==> config.mk <==
export PLATFORM = sky130hd
export DESIGN_NAME = i2c_master_bit_engine_flat
export DESIGN_NICKNAME = d
export VERILOG_FILES = /design/src/hdl/i2cm_pkg.sv /design/src/hdl/i2cm_if.sv /design/src/hdl/i2cm_front.sv /design/src/hdl/i2cm_queue.sv /design/src/hdl/i2cm_back.sv /design/src/hdl/i2c_master_bit_engine.sv /design/src/flat_wrapper.sv
export VERILOG_INCLUDE_DIRS = /design/src /design/src/hdl
export SDC_FILE = /design/constraint.sdc
export NUM_CORES = 1
export LEC_CHECK = 0
export CAP_MARGIN = 20
export CORE_MARGIN = 5
export CORE_UTILIZATION = 55
export CTS_CLUSTER_SIZE = 10
export DETAILED_ROUTE_END_ITERATION = 6
export DONT_BUFFER_PORTS = 1
export PLACE_DENSITY = 0.76
export SETUP_SLACK_MARGIN = 0.4
export SYNTH_ARGS = -nofsm -noshare
export SYNTH_HDL_FRONTEND = slang
export SYNTH_SLANG_ARGS = --single-unit
==> constraint.sdc <==
create_clock -name clk_i -period 7.3 [get_ports clk_i]
set_clock_uncertainty 0.2 [all_clocks]
set_input_delay 1.095 -clock clk_i [delete_from_list [all_inputs] [get_ports clk_i]]
set_output_delay 1.095 -clock clk_i [all_outputs]
set_load 0.1 [all_outputs]
==> src/hdl/i2c_master_bit_engine_assert.svh <==
// Assertion macros shared by the I2C master bit engine RTL.
`ifndef I2C_MASTER_BIT_ENGINE_ASSERT_SVH
`define I2C_MASTER_BIT_ENGINE_ASSERT_SVH

// Checks a property on every rising clock edge outside of reset.
`define I2CM_ASSERT(label, prop, msg) \
  label: assert property (@(posedge clk_i) disable iff (!rst_ni) (prop)) else $error(msg);

// Checks that a consequent follows from an antecedent in the same cycle.
`define I2CM_ASSERT_IMPL(label, ante, cons, msg) \
  label: assert property (@(posedge clk_i) disable iff (!rst_ni) (ante) |-> (cons)) \
    else $error(msg);

// Checks that a consequent follows in the cycle after an antecedent.
`define I2CM_ASSERT_NEXT(label, ante, cons, msg) \
  label: assert property (@(posedge clk_i) disable iff (!rst_ni) (ante) |=> (cons)) \
    else $error(msg);

`endif

==> src/hdl/i2cm_pkg.sv <==
// Types, codes and constants of the I2C master bit engine.
package i2cm_pkg;

  // Queue between the command decoder and the bit sequencer.
  localparam int unsigned QUEUE_DEPTH = 4;
  localparam int unsigned QPTR_W      = $clog2(QUEUE_DEPTH);
  localparam int unsigned QCNT_W      = $clog2(QUEUE_DEPTH + 1);

  // Configuration port widths.
  localparam int unsigned CFG_IDX_W  = 4;
  localparam int unsigned CFG_DATA_W = 16;

  // Register reset values and byte framing.
  localparam logic [7:0]  HALF_BIT_RESET = 8'd5;
  localparam logic [15:0] STRETCH_RESET  = 16'd1000;
  localparam logic [3:0]  BYTE_BITS      = 4'd8;
  localparam logic [3:0]  LAST_DATA_BIT  = 4'd7;

  typedef enum logic [CFG_IDX_W-1:0] {
    CFG_HALF_BIT_TICKS = 4'd0,
    CFG_STRETCH_LIMIT  = 4'd1
  } cfg_idx_e;

  typedef enum logic [2:0] {
    REQ_TICK  = 3'd0,
    REQ_START = 3'd1,
    REQ_STOP  = 3'd2,
    REQ_WRITE = 3'd3,
    REQ_READ  = 3'd4
  } req_e;

  typedef enum logic [3:0] {
    PH_IDLE       = 4'd0,
    PH_RS_SETUP   = 4'd1,
    PH_RS_STRETCH = 4'd2,
    PH_RS_HOLD    = 4'd3,
    PH_ST_FALL    = 4'd4,
    PH_SP_SETUP   = 4'd5,
    PH_SP_STRETCH = 4'd6,
    PH_SP_HOLD    = 4'd7,
    PH_SP_RISE    = 4'd8,
    PH_SP_TAIL    = 4'd9,
    PH_B_SETUP    = 4'd10,
    PH_B_STRETCH  = 4'd11,
    PH_B_HOLD     = 4'd12
  } phase_e;

  typedef struct packed {
    logic [7:0]  half_bit_ticks;
    logic [15:0] stretch_limit;
  } cfg_t;

  // One decoded tick as it waits in the queue.
  typedef struct packed {
    req_e       cmd;
    logic [7:0] write_data;
    logic       ack_enable;
    logic       scl_in;
    logic       sda_in;
  } item_t;

  typedef struct packed {
    logic       scl_release;
    logic       sda_release;
    logic       busy_res;
    logic       done_res;
    logic [7:0] read_data;
    logic       ack_seen;
    logic       arb_lost;
    logic       bus_started;
  } result_t;

  typedef struct packed {
    logic              valid;
    logic              full;
    logic [QCNT_W-1:0] count;
  } qstat_t;

endpackage

==> src/hdl/i2cm_if.sv <==
// Handshake interfaces of the I2C master bit engine: tick, result and configuration.
interface i2cm_req_if;
  logic       valid;
  logic       ready;
  logic [2:0] req_type;
  logic [7:0] write_data;
  logic       ack_enable;
  logic       scl_in;
  logic       sda_in;

  modport source (output valid, req_type, write_data, ack_enable, scl_in, sda_in,
                  input ready);
  modport sink   (input valid, req_type, write_data, ack_enable, scl_in, sda_in,
                  output ready);
endinterface

interface i2cm_rsp_if;
  logic       valid;
  logic       ready;
  logic       scl_release;
  logic       sda_release;
  logic       busy_res;
  logic       done_res;
  logic [7:0] read_data;
  logic       ack_seen;
  logic       arb_lost;
  logic       bus_started;

  modport source (output valid, scl_release, sda_release, busy_res, done_res, read_data,
                         ack_seen, arb_lost, bus_started,
                  input ready);
  modport sink   (input valid, scl_release, sda_release, busy_res, done_res, read_data,
                        ack_seen, arb_lost, bus_started,
                  output ready);
endinterface

interface i2cm_cfg_if;
  logic        valid;
  logic        ready;
  logic [3:0]  index;
  logic [15:0] data;

  modport source (output valid, index, data, input ready);
  modport sink   (input valid, index, data, output ready);
endinterface

==> src/hdl/i2cm_front.sv <==
// Front end: accepts tick items and classifies their request codes.
module i2cm_front import i2cm_pkg::*; (
  i2cm_req_if.sink req_i,
  input  logic     queue_full_i,
  output logic     push_o,
  output item_t    item_o
);

  req_e cmd;

  // Unused request codes behave as a plain tick.
  always_comb begin
    unique case (req_i.req_type)
      REQ_START: cmd = REQ_START;
      REQ_STOP:  cmd = REQ_STOP;
      REQ_WRITE: cmd = REQ_WRITE;
      REQ_READ:  cmd = REQ_READ;
      default:   cmd = REQ_TICK;
    endcase
  end

  // The front stalls only when the queue has no free entry.
  assign req_i.ready = ~queue_full_i;
  assign push_o      = req_i.valid & ~queue_full_i;

  assign item_o.cmd        = cmd;
  assign item_o.write_data = req_i.write_data;
  assign item_o.ack_enable = req_i.ack_enable;
  assign item_o.scl_in     = req_i.scl_in;
  assign item_o.sda_in     = req_i.sda_in;

endmodule

==> src/hdl/i2cm_queue.sv <==
// Short FIFO that decouples the command decoder from the bit sequencer.
module i2cm_queue import i2cm_pkg::*; (
  input  logic   clk_i,
  input  logic   rst_ni,
  input  logic   push_i,
  input  item_t  item_i,
  input  logic   pop_i,
  output item_t  item_o,
  output qstat_t stat_o
);

  item_t             entry_q [QUEUE_DEPTH];
  logic [QPTR_W-1:0] wr_ptr_q, wr_ptr_d;
  logic [QPTR_W-1:0] rd_ptr_q, rd_ptr_d;
  logic [QCNT_W-1:0] count_q, count_d;
  logic              do_push, do_pop;

  assign stat_o.valid = (count_q != '0);
  assign stat_o.full  = (count_q == QCNT_W'(QUEUE_DEPTH));
  assign stat_o.count = count_q;

  assign do_push = push_i & ~stat_o.full;
  assign do_pop  = pop_i & stat_o.valid;

  // Pointers wrap at the depth and the count tracks the occupancy.
  always_comb begin
    wr_ptr_d = wr_ptr_q;
    rd_ptr_d = rd_ptr_q;
    count_d  = count_q;
    if (do_push) begin
      wr_ptr_d = (wr_ptr_q == QPTR_W'(QUEUE_DEPTH - 1)) ? '0 : wr_ptr_q + 1'b1;
    end
    if (do_pop) begin
      rd_ptr_d = (rd_ptr_q == QPTR_W'(QUEUE_DEPTH - 1)) ? '0 : rd_ptr_q + 1'b1;
    end
    if (do_push && !do_pop) begin
      count_d = count_q + 1'b1;
    end else if (do_pop && !do_push) begin
      count_d = count_q - 1'b1;
    end
  end

  always_ff @(posedge clk_i or negedge rst_ni) begin
    if (!rst_ni) begin
      wr_ptr_q <= '0;
      rd_ptr_q <= '0;
      count_q  <= '0;
    end else begin
      wr_ptr_q <= wr_ptr_d;
      rd_ptr_q <= rd_ptr_d;
      count_q  <= count_d;
    end
  end

  // Entry storage holds payload only.
  always_ff @(posedge clk_i) begin
    if (do_push) begin
      entry_q[wr_ptr_q] <= item_i;
    end
  end

  assign item_o = entry_q[rd_ptr_q];

endmodule

==> src/hdl/i2cm_back.sv <==
// Back end: the bit sequencer that drives SCL and SDA, with its result register.
module i2cm_back import i2cm_pkg::*; (
  input  logic  clk_i,
  input  logic  rst_ni,
  input  cfg_t  cfg_i,
  input  logic  item_valid_i,
  input  item_t item_i,
  output logic  pop_o,
  i2cm_rsp_if.source rsp_o
);

  phase_e      phase_q, phase_d;
  req_e        cmd_q, cmd_d;
  logic [3:0]  bit_cnt_q, bit_cnt_d;
  logic [7:0]  shift_q, shift_d;
  logic [7:0]  delay_q, delay_d;
  logic [15:0] stretch_q, stretch_d;
  logic        started_q, started_d;
  logic        arb_q, arb_d;
  logic        ack_q, ack_d;
  logic        scl_q, scl_d;
  logic        sda_q, sda_d;
  logic [7:0]  recv_q, recv_d;
  logic        done;

  logic        advance;
  logic [7:0]  delay_inc;
  logic        delay_over;
  logic        stretch_over;
  logic [3:0]  bit_inc;
  logic        is_write;

  logic        out_valid_q;
  result_t     out_q, out_d;

  // A tick is executed when one is queued and the result slot is free or draining.
  assign advance = item_valid_i & (~out_valid_q | rsp_o.ready);
  assign pop_o   = advance;

  assign delay_inc    = delay_q + 8'd1;
  assign delay_over   = (delay_inc >= cfg_i.half_bit_ticks);
  assign stretch_over = item_i.scl_in | (stretch_q >= cfg_i.stretch_limit);
  assign bit_inc      = bit_cnt_q + 4'd1;
  assign is_write     = (cmd_q == REQ_WRITE);

  // Next state of the sequencer for one tick.
  always_comb begin
    phase_d   = phase_q;
    cmd_d     = cmd_q;
    bit_cnt_d = bit_cnt_q;
    shift_d   = shift_q;
    delay_d   = delay_q;
    stretch_d = stretch_q;
    started_d = started_q;
    arb_d     = arb_q;
    ack_d     = ack_q;
    scl_d     = scl_q;
    sda_d     = sda_q;
    recv_d    = recv_q;
    done      = 1'b0;

    unique case (phase_q)
      PH_IDLE: begin
        if (item_i.cmd != REQ_TICK) begin
          cmd_d     = item_i.cmd;
          arb_d     = 1'b0;
          delay_d   = '0;
          stretch_d = '0;
          case (item_i.cmd)
            REQ_START: begin
              if (started_q) begin
                sda_d   = 1'b1;
                phase_d = PH_RS_SETUP;
              end else begin
                if (!item_i.sda_in) begin
                  arb_d = 1'b1;
                end
                sda_d   = 1'b0;
                phase_d = PH_ST_FALL;
              end
            end
            REQ_STOP: begin
              sda_d   = 1'b0;
              phase_d = PH_SP_SETUP;
            end
            default: begin
              // Byte transfer starts with its first data bit.
              bit_cnt_d = '0;
              if (item_i.cmd == REQ_WRITE) begin
                shift_d = item_i.write_data;
                ack_d   = 1'b0;
                sda_d   = item_i.write_data[7];
              end else begin
                shift_d = '0;
                ack_d   = item_i.ack_enable;
                sda_d   = 1'b1;
              end
              phase_d = PH_B_SETUP;
            end
          endcase
        end
      end
      PH_RS_SETUP, PH_SP_SETUP, PH_B_SETUP: begin
        if (delay_over) begin
          delay_d = '0;
          scl_d   = 1'b1;
          phase_d = (phase_q == PH_RS_SETUP) ? PH_RS_STRETCH :
                    (phase_q == PH_SP_SETUP) ? PH_SP_STRETCH : PH_B_STRETCH;
        end else begin
          delay_d = delay_inc;
        end
      end
      PH_RS_STRETCH, PH_SP_STRETCH, PH_B_STRETCH: begin
        if (stretch_over) begin
          stretch_d = '0;
          phase_d   = (phase_q == PH_RS_STRETCH) ? PH_RS_HOLD :
                      (phase_q == PH_SP_STRETCH) ? PH_SP_HOLD : PH_B_HOLD;
        end else begin
          stretch_d = stretch_q + 16'd1;
        end
      end
      PH_RS_HOLD: begin
        if (delay_over) begin
          delay_d = '0;
          if (!item_i.sda_in) begin
            arb_d = 1'b1;
          end
          sda_d   = 1'b0;
          phase_d = PH_ST_FALL;
        end else begin
          delay_d = delay_inc;
        end
      end
      PH_ST_FALL: begin
        if (delay_over) begin
          delay_d   = '0;
          scl_d     = 1'b0;
          started_d = 1'b1;
          phase_d   = PH_IDLE;
          done      = 1'b1;
        end else begin
          delay_d = delay_inc;
        end
      end
      PH_SP_HOLD: begin
        if (delay_over) begin
          delay_d = '0;
          sda_d   = 1'b1;
          phase_d = PH_SP_RISE;
        end else begin
          delay_d = delay_inc;
        end
      end
      PH_SP_RISE: begin
        if (delay_over) begin
          delay_d = '0;
          if (!item_i.sda_in) begin
            arb_d = 1'b1;
          end
          phase_d = PH_SP_TAIL;
        end else begin
          delay_d = delay_inc;
        end
      end
      PH_SP_TAIL: begin
        if (delay_over) begin
          delay_d   = '0;
          started_d = 1'b0;
          phase_d   = PH_IDLE;
          done      = 1'b1;
        end else begin
          delay_d = delay_inc;
        end
      end
      PH_B_HOLD: begin
        if (delay_over) begin
          delay_d = '0;
          // Sample SDA with SCL high: data, arbitration or acknowledge.
          if (is_write) begin
            if (bit_cnt_q < BYTE_BITS) begin
              if (sda_q && !item_i.sda_in) begin
                arb_d = 1'b1;
              end
              shift_d = {shift_q[6:0], 1'b0};
            end else begin
              ack_d = ~item_i.sda_in & ~arb_q;
            end
          end else begin
            if (bit_cnt_q < BYTE_BITS) begin
              shift_d = {shift_q[6:0], item_i.sda_in};
              if (bit_cnt_q == LAST_DATA_BIT) begin
                recv_d = {shift_q[6:0], item_i.sda_in};
              end
            end else if (sda_q && !item_i.sda_in) begin
              arb_d = 1'b1;
            end
          end
          scl_d = 1'b0;
          if (bit_cnt_q >= BYTE_BITS) begin
            bit_cnt_d = '0;
            phase_d   = PH_IDLE;
            done      = 1'b1;
          end else begin
            // Next bit: data MSB first, then the acknowledge slot.
            bit_cnt_d = bit_inc;
            phase_d   = PH_B_SETUP;
            if (bit_inc < BYTE_BITS) begin
              sda_d = is_write ? shift_d[7] : 1'b1;
            end else begin
              sda_d = is_write ? 1'b1 : ~ack_q;
            end
          end
        end else begin
          delay_d = delay_inc;
        end
      end
      default: begin
        phase_d = PH_IDLE;
      end
    endcase
  end

  // Result of this tick, after the update.
  always_comb begin
    out_d.scl_release = scl_d;
    out_d.sda_release = sda_d;
    out_d.busy_res    = (phase_d != PH_IDLE);
    out_d.done_res    = done;
    out_d.read_data   = recv_d;
    out_d.ack_seen    = (cmd_d == REQ_WRITE) ? ack_d : 1'b0;
    out_d.arb_lost    = arb_d;
    out_d.bus_started = started_d;
  end

  always_ff @(posedge clk_i or negedge rst_ni) begin
    if (!rst_ni) begin
      phase_q   <= PH_IDLE;
      cmd_q     <= REQ_TICK;
      bit_cnt_q <= '0;
      shift_q   <= '0;
      delay_q   <= '0;
      stretch_q <= '0;
      started_q <= 1'b0;
      arb_q     <= 1'b0;
      ack_q     <= 1'b0;
      scl_q     <= 1'b1;
      sda_q     <= 1'b1;
      recv_q    <= '0;
    end else if (advance) begin
      phase_q   <= phase_d;
      cmd_q     <= cmd_d;
      bit_cnt_q <= bit_cnt_d;
      shift_q   <= shift_d;
      delay_q   <= delay_d;
      stretch_q <= stretch_d;
      started_q <= started_d;
      arb_q     <= arb_d;
      ack_q     <= ack_d;
      scl_q     <= scl_d;
      sda_q     <= sda_d;
      recv_q    <= recv_d;
    end
  end

  // Output register: filled on each executed tick, emptied when taken.
  always_ff @(posedge clk_i or negedge rst_ni) begin
    if (!rst_ni) begin
      out_valid_q <= 1'b0;
    end else if (advance) begin
      out_valid_q <= 1'b1;
    end else if (rsp_o.ready) begin
      out_valid_q <= 1'b0;
    end
  end

  always_ff @(posedge clk_i) begin
    if (advance) begin
      out_q <= out_d;
    end
  end

  assign rsp_o.valid       = out_valid_q;
  assign rsp_o.scl_release = out_q.scl_release;
  assign rsp_o.sda_release = out_q.sda_release;
  assign rsp_o.busy_res    = out_q.busy_res;
  assign rsp_o.done_res    = out_q.done_res;
  assign rsp_o.read_data   = out_q.read_data;
  assign rsp_o.ack_seen    = out_q.ack_seen;
  assign rsp_o.arb_lost    = out_q.arb_lost;
  assign rsp_o.bus_started = out_q.bus_started;

endmodule

==> src/hdl/i2c_master_bit_engine.sv <==
// Top level of the I2C master bit engine: decoder, queue, sequencer and registers.
//
// Use: every item on req_i is one timing tick with the sampled SCL and SDA
// levels and an optional command (start, stop, write byte, read byte). A
// command that arrives while a previous one is still running is dropped.
// Each tick yields exactly one item on rsp_o with the line drive values
// and status after that tick; the pins follow scl_release and sda_release.
// Throughput is one tick per cycle while rsp_o does not stall. An accepted
// tick is stored in the four-entry queue and then executed by the sequencer,
// whose registered result sits in a one-entry output stage.
// When rsp_o stalls, the output stage holds its item and the queue keeps
// taking ticks until it fills; then req_i.ready drops until space frees.
// cfg_i writes half_bit_ticks (index 0) and stretch_limit (index 1); it is
// always ready and must be used only while the engine is idle.
// Reset releases both lines, clears the bus state and the queue, and loads
// half_bit_ticks with 5 and stretch_limit with 1000.
`include "i2c_master_bit_engine_assert.svh"

module i2c_master_bit_engine import i2cm_pkg::*; (
  input  logic       clk_i,
  input  logic       rst_ni,
  i2cm_req_if.sink   req_i,
  i2cm_cfg_if.sink   cfg_i,
  i2cm_rsp_if.source rsp_o
);

  cfg_t   cfg_q, cfg_d;
  logic   push;
  logic   pop;
  item_t  front_item;
  item_t  queue_item;
  qstat_t q_stat;

  // Configuration registers.
  assign cfg_i.ready = 1'b1;

  always_comb begin
    cfg_d = cfg_q;
    if (cfg_i.valid) begin
      if (cfg_i.index == CFG_HALF_BIT_TICKS) begin
        cfg_d.half_bit_ticks = cfg_i.data[7:0];
      end else if (cfg_i.index == CFG_STRETCH_LIMIT) begin
        cfg_d.stretch_limit = cfg_i.data;
      end
    end
  end

  always_ff @(posedge clk_i or negedge rst_ni) begin
    if (!rst_ni) begin
      cfg_q.half_bit_ticks <= HALF_BIT_RESET;
      cfg_q.stretch_limit  <= STRETCH_RESET;
    end else begin
      cfg_q <= cfg_d;
    end
  end

  i2cm_front u_front (
    .req_i        (req_i),
    .queue_full_i (q_stat.full),
    .push_o       (push),
    .item_o       (front_item)
  );

  i2cm_queue u_queue (
    .clk_i  (clk_i),
    .rst_ni (rst_ni),
    .push_i (push),
    .item_i (front_item),
    .pop_i  (pop),
    .item_o (queue_item),
    .stat_o (q_stat)
  );

  i2cm_back u_back (
    .clk_i        (clk_i),
    .rst_ni       (rst_ni),
    .cfg_i        (cfg_q),
    .item_valid_i (q_stat.valid),
    .item_i       (queue_item),
    .pop_o        (pop),
    .rsp_o        (rsp_o)
  );

  // A finished command never reports itself as still running.
  `I2CM_ASSERT_IMPL(a_done_not_busy, rsp_o.valid && rsp_o.done_res, !rsp_o.busy_res, "done with busy set")
  // The queue never holds more entries than it has.
  `I2CM_ASSERT(a_queue_bound, q_stat.count <= QCNT_W'(QUEUE_DEPTH), "queue overflow")
  // An accepted tick with no pop grows the queue by one entry.
  `I2CM_ASSERT_NEXT(a_queue_grow, req_i.valid && req_i.ready && !pop, q_stat.count == $past(q_stat.count) + 1'b1, "queue count mismatch")
  // The sequencer only executes a tick that is queued.
  `I2CM_ASSERT_IMPL(a_pop_valid, pop, q_stat.valid, "pop from empty queue")

endmodule

==> src/flat_wrapper.sv <==
// flat-port wrapper written by rule: the top's interface ports become plain ports
module i2c_master_bit_engine_flat import i2cm_pkg::*;
  (clk_i, rst_ni, req_i_valid, req_i_req_type, req_i_write_data, req_i_ack_enable, req_i_scl_in, req_i_sda_in, req_i_ready, cfg_i_valid, cfg_i_index, cfg_i_data, cfg_i_ready, rsp_o_valid, rsp_o_scl_release, rsp_o_sda_release, rsp_o_busy_res, rsp_o_done_res, rsp_o_read_data, rsp_o_ack_seen, rsp_o_arb_lost, rsp_o_bus_started, rsp_o_ready);
  i2cm_req_if req_i_i ();
  i2cm_cfg_if cfg_i_i ();
  i2cm_rsp_if rsp_o_i ();
  input  logic clk_i;
  input  logic rst_ni;
  input wire logic [$bits(req_i_i.valid)-1:0] req_i_valid;
  input wire logic [$bits(req_i_i.req_type)-1:0] req_i_req_type;
  input wire logic [$bits(req_i_i.write_data)-1:0] req_i_write_data;
  input wire logic [$bits(req_i_i.ack_enable)-1:0] req_i_ack_enable;
  input wire logic [$bits(req_i_i.scl_in)-1:0] req_i_scl_in;
  input wire logic [$bits(req_i_i.sda_in)-1:0] req_i_sda_in;
  output wire logic [$bits(req_i_i.ready)-1:0] req_i_ready;
  input wire logic [$bits(cfg_i_i.valid)-1:0] cfg_i_valid;
  input wire logic [$bits(cfg_i_i.index)-1:0] cfg_i_index;
  input wire logic [$bits(cfg_i_i.data)-1:0] cfg_i_data;
  output wire logic [$bits(cfg_i_i.ready)-1:0] cfg_i_ready;
  output wire logic [$bits(rsp_o_i.valid)-1:0] rsp_o_valid;
  output wire logic [$bits(rsp_o_i.scl_release)-1:0] rsp_o_scl_release;
  output wire logic [$bits(rsp_o_i.sda_release)-1:0] rsp_o_sda_release;
  output wire logic [$bits(rsp_o_i.busy_res)-1:0] rsp_o_busy_res;
  output wire logic [$bits(rsp_o_i.done_res)-1:0] rsp_o_done_res;
  output wire logic [$bits(rsp_o_i.read_data)-1:0] rsp_o_read_data;
  output wire logic [$bits(rsp_o_i.ack_seen)-1:0] rsp_o_ack_seen;
  output wire logic [$bits(rsp_o_i.arb_lost)-1:0] rsp_o_arb_lost;
  output wire logic [$bits(rsp_o_i.bus_started)-1:0] rsp_o_bus_started;
  input wire logic [$bits(rsp_o_i.ready)-1:0] rsp_o_ready;
  assign req_i_i.valid = req_i_valid;
  assign req_i_i.req_type = req_i_req_type;
  assign req_i_i.write_data = req_i_write_data;
  assign req_i_i.ack_enable = req_i_ack_enable;
  assign req_i_i.scl_in = req_i_scl_in;
  assign req_i_i.sda_in = req_i_sda_in;
  assign req_i_ready = req_i_i.ready;
  assign cfg_i_i.valid = cfg_i_valid;
  assign cfg_i_i.index = cfg_i_index;
  assign cfg_i_i.data = cfg_i_data;
  assign cfg_i_ready = cfg_i_i.ready;
  assign rsp_o_valid = rsp_o_i.valid;
  assign rsp_o_scl_release = rsp_o_i.scl_release;
  assign rsp_o_sda_release = rsp_o_i.sda_release;
  assign rsp_o_busy_res = rsp_o_i.busy_res;
  assign rsp_o_done_res = rsp_o_i.done_res;
  assign rsp_o_read_data = rsp_o_i.read_data;
  assign rsp_o_ack_seen = rsp_o_i.ack_seen;
  assign rsp_o_arb_lost = rsp_o_i.arb_lost;
  assign rsp_o_bus_started = rsp_o_i.bus_started;
  assign rsp_o_i.ready = rsp_o_ready;
  i2c_master_bit_engine u_core (.clk_i(clk_i), .rst_ni(rst_ni), .req_i(req_i_i), .cfg_i(cfg_i_i), .rsp_o(rsp_o_i));
endmodule
==> qor.txt <==
Crit path DAT: 3.83 ns
CORE AREA: 14000 um2
Largest net degree at the start of global routing: 88
Share of cells above drive strength 1: 15.9%
CP dominant cell by count: mux2_2
Final Hold Fails: 0
Pre-antenna DRT Iters: 6
Crit path from: u_core.u_back.delay_q[0]
Skew-Pair Late Insertion Delay: 0.43 ns
Area growth from synthesis to layout: 9.37%
Vias per std cell: 6.15
Fin crit share: 50.9%
CP Data Required Time: 7.41 ns
I/O pins: 57
Clock-pin slew on the worst setup and hold paths: 0.06 ns
Global-route wire length before repair: 26.0 mm
Worst-Margin Slew: 1.02 ns
WL/cell: 18.6 um
Cell Rows: 43
Vias in the first global route: 5313
Slowest stage cell, crit path: o31a_1
Most frequent cells in the layout: dfrtp_1 (77), edfxtp_1 (71), nand2_1 (55), o21ai_0 (46)
Maximum vdd ir drop: 0.000325 V
Reg-to-Reg Start: u_core.u_back.delay_q[0]
Setup TNS: 0 ns
Area of the die: 16900 um2
Starting density of the core: 56.7%
Routed Antenna Nets: 0
Chip width: 130 um
Synth unique cells: 75
Worst min path class: input port to asynchronous set/reset pin
Final net count: 726
Count of pins over their slew limit: 0
Postcts setup bufs: 0
Port Buf Inserts: 0
Vias after detailed routing: 5195
Crit path max fanout: 11
Syn Inst Count: 660
Sequential element share of the synthesized area: 54.5%
CP cell instances: and3_1 -> nand3_1 -> nor2_1 -> xor2_1 -> ha_1 -> a21oi_1 -> o21a_1 -> o31a_1 -> or3_1 -> mux2_2 -> mux2_2
Yosys warnings: 0
Antenna cell count: 0
Unrepaired setup endpoints after global routing: no
Total gr overflow: 0
Setup Viol. Count Final: 0
Crit path largest cell delay: 0.46 ns
RD Place Congestion: 0.886
Outcome: finished clean
Avg Cell Area, Syn: 12.0 um2
Fin crit period: 3.71 ns
Most common cell after layout, fill and taps aside: dfrtp_1
Global Route Usage Sum: 19.9%
Max-cap check violation count: 0
Dpl hpwl: 10.8 mm
Max clock buf depth: 2
CTS tree: yes
H-Tree Depth: 4
CTS Buf Count: 17
CTS Hold Bufs: 0
FMAX: 269 MHz
Crit end category: register
DRC Markers: 0
Post-synth EDFFs: 71
Post-DP Area: 8040 um2
CTS resizes: 0
PwrDens: 391 nW/um2
Synth Net Count: 734
Synthesized flop and latch total: 158
Final wirelength: 15.7 mm
# clock sinks: 158
Cell area after layout: 8680 um2
Pleak: 3.53 nW
Post-synth top flop: dfrtp_1
Critical path type: register to register
Type of origin of the critical path: register
Antenna violations before repair: 0
Die Y: 130 um
Syn Std Cell Area: 7940 um2
CTS root buf: clkbuf_16
Ys async rst share: 55.1%
DRT iter0 DRCs: 324
Worst slew margin: 31.5%
==> synthesized netlist by cell type (8+ instances only) <==
cell	number	share of area (%)
dfrtp_1	77	24
edfxtp_1	71	27
nand2_1	55	2.6
o21ai_0	46	2.9
mux2_2	37	5.3
nor2_1	37	1.8
inv_1	35	1.7
ha_1	34	5.4
a21oi_1	17	1.1
and3_1	15	1.2
clkbuf_1	15	0.71
a22o_1	13	1.4
nand3_1	13	0.82
nor3_1	12	0.76
mux4_2	11	3.1
nor2b_1	11	0.87
dfstp_2	10	3.3
a22oi_1	9	0.85
nand2b_1	8	0.63
nor4_1	8	0.63
xnor2_1	8	0.88
==> layer usage <==
layer / share of wire (%) / GRT usage, % / vias to the layer above / wire [um]
met5: 0 / 0 / - / 0
met4: 1.9 / 7.21 / 0 / 294
met2: 50 / 33.1 / 146 / 7890
met3: 6.1 / 5.73 / 33 / 955
li1: - / - / 2441 / -
met1: 42 / 24.8 / 2575 / 6570
==> area by class of cell <==
type	instances	area (um2)
inverter	35	131
tap	180	225
fill	1036	5310
multi-input combinational	438	3340
clock inverter	13	165
timing repair buffer	2	15.0
sequential	158	4320
clock buffer	19	475
==> worst max-delay path: cells and delay by family, from the launching register on <==
kind | cells | cell delay [ns]
mux | 2 | 0.65
fa+ha+maj | 1 | 0.29
xor+xnor | 1 | 0.23
compound gates | 3 | 0.82
flops | 1 | 0.45
simple gates | 4 | 0.95
==> cell families after synthesis <==
logic type,after synthesis,share of synthesized area (%)
AND/OR/NAND/NOR,193,12.4
flip-flops,158,54.5
AO/OA/AOI/OAI,139,12.5
buffers and inverters,64,3.47
multiplexers,55,9.87
adder cells (fa/ha/maj),35,5.61
XOR/XNOR,15,1.66
other,1,0.0473
==> final timing paths <==
path                                           endpoint  slack [ns]  cells past startpoint
worst max-delay path            u_core.u_back.recv_q[7]        3.59                     11
worst min-delay path                    u_core.cfg_q[4]        0.16                      0
worst min register to register  u_core.u_back.recv_q[3]        0.31                      1
max in group asynchronous           u_core.u_back.scl_q        6.53                      0
worst max register to register  u_core.u_back.recv_q[7]        3.59                     11
min in group clk_i              u_core.u_back.recv_q[3]        0.31                      1
==> metrics by stage <==
| step | setup slack, ns | hold WS [ns] | utilization [%] | total power [mW] | cells |
|---|---|---|---|---|---|
| after floorplan | 4.05 | 0.261 | - | 2.24 | 660 |
| after global placement | 3.76 | 0.279 | 57.5 | 2.41 | 813 |
| after detailed placement | 3.60 | 0.293 | 57.5 | 2.46 | 813 |
| after CTS | 3.59 | 0.144 | 62.0 | 3.41 | 845 |
| after global routing | 3.31 | 0.140 | 62.0 | 3.59 | 845 |
| final | 3.59 | 0.161 | 62.0 | 3.39 | 845 |
==> power by group <==
part	total [mW]	switching, mW	leakage [nW]	internal [mW]
combinational	0.937	0.546	1.44	0.391
clock	0.937	0.380	0.316	0.557
sequential	1.52	0.363	1.77	1.16
total	3.39	1.29	3.53	2.11
==> flip-flops by register name, indices dropped and copies added, names as in the netlist, 2 cells and up <==
register	count
u_core.cfg_q	24
u_core.u_back.bit_cnt_q	4
u_core.u_back.cmd_q	3
u_core.u_back.delay_q	8
u_core.u_back.phase_q	4
u_core.u_back.recv_q	8
u_core.u_back.rsp_o.read_data	8
u_core.u_back.shift_q	7
u_core.u_back.stretch_q	16
u_core.u_queue.count_q	3
u_core.u_queue.entry_q	56
u_core.u_queue.rd_ptr_q	2
u_core.u_queue.wr_ptr_q	2
No activity file was read; power rests on OpenSTA's default activity.
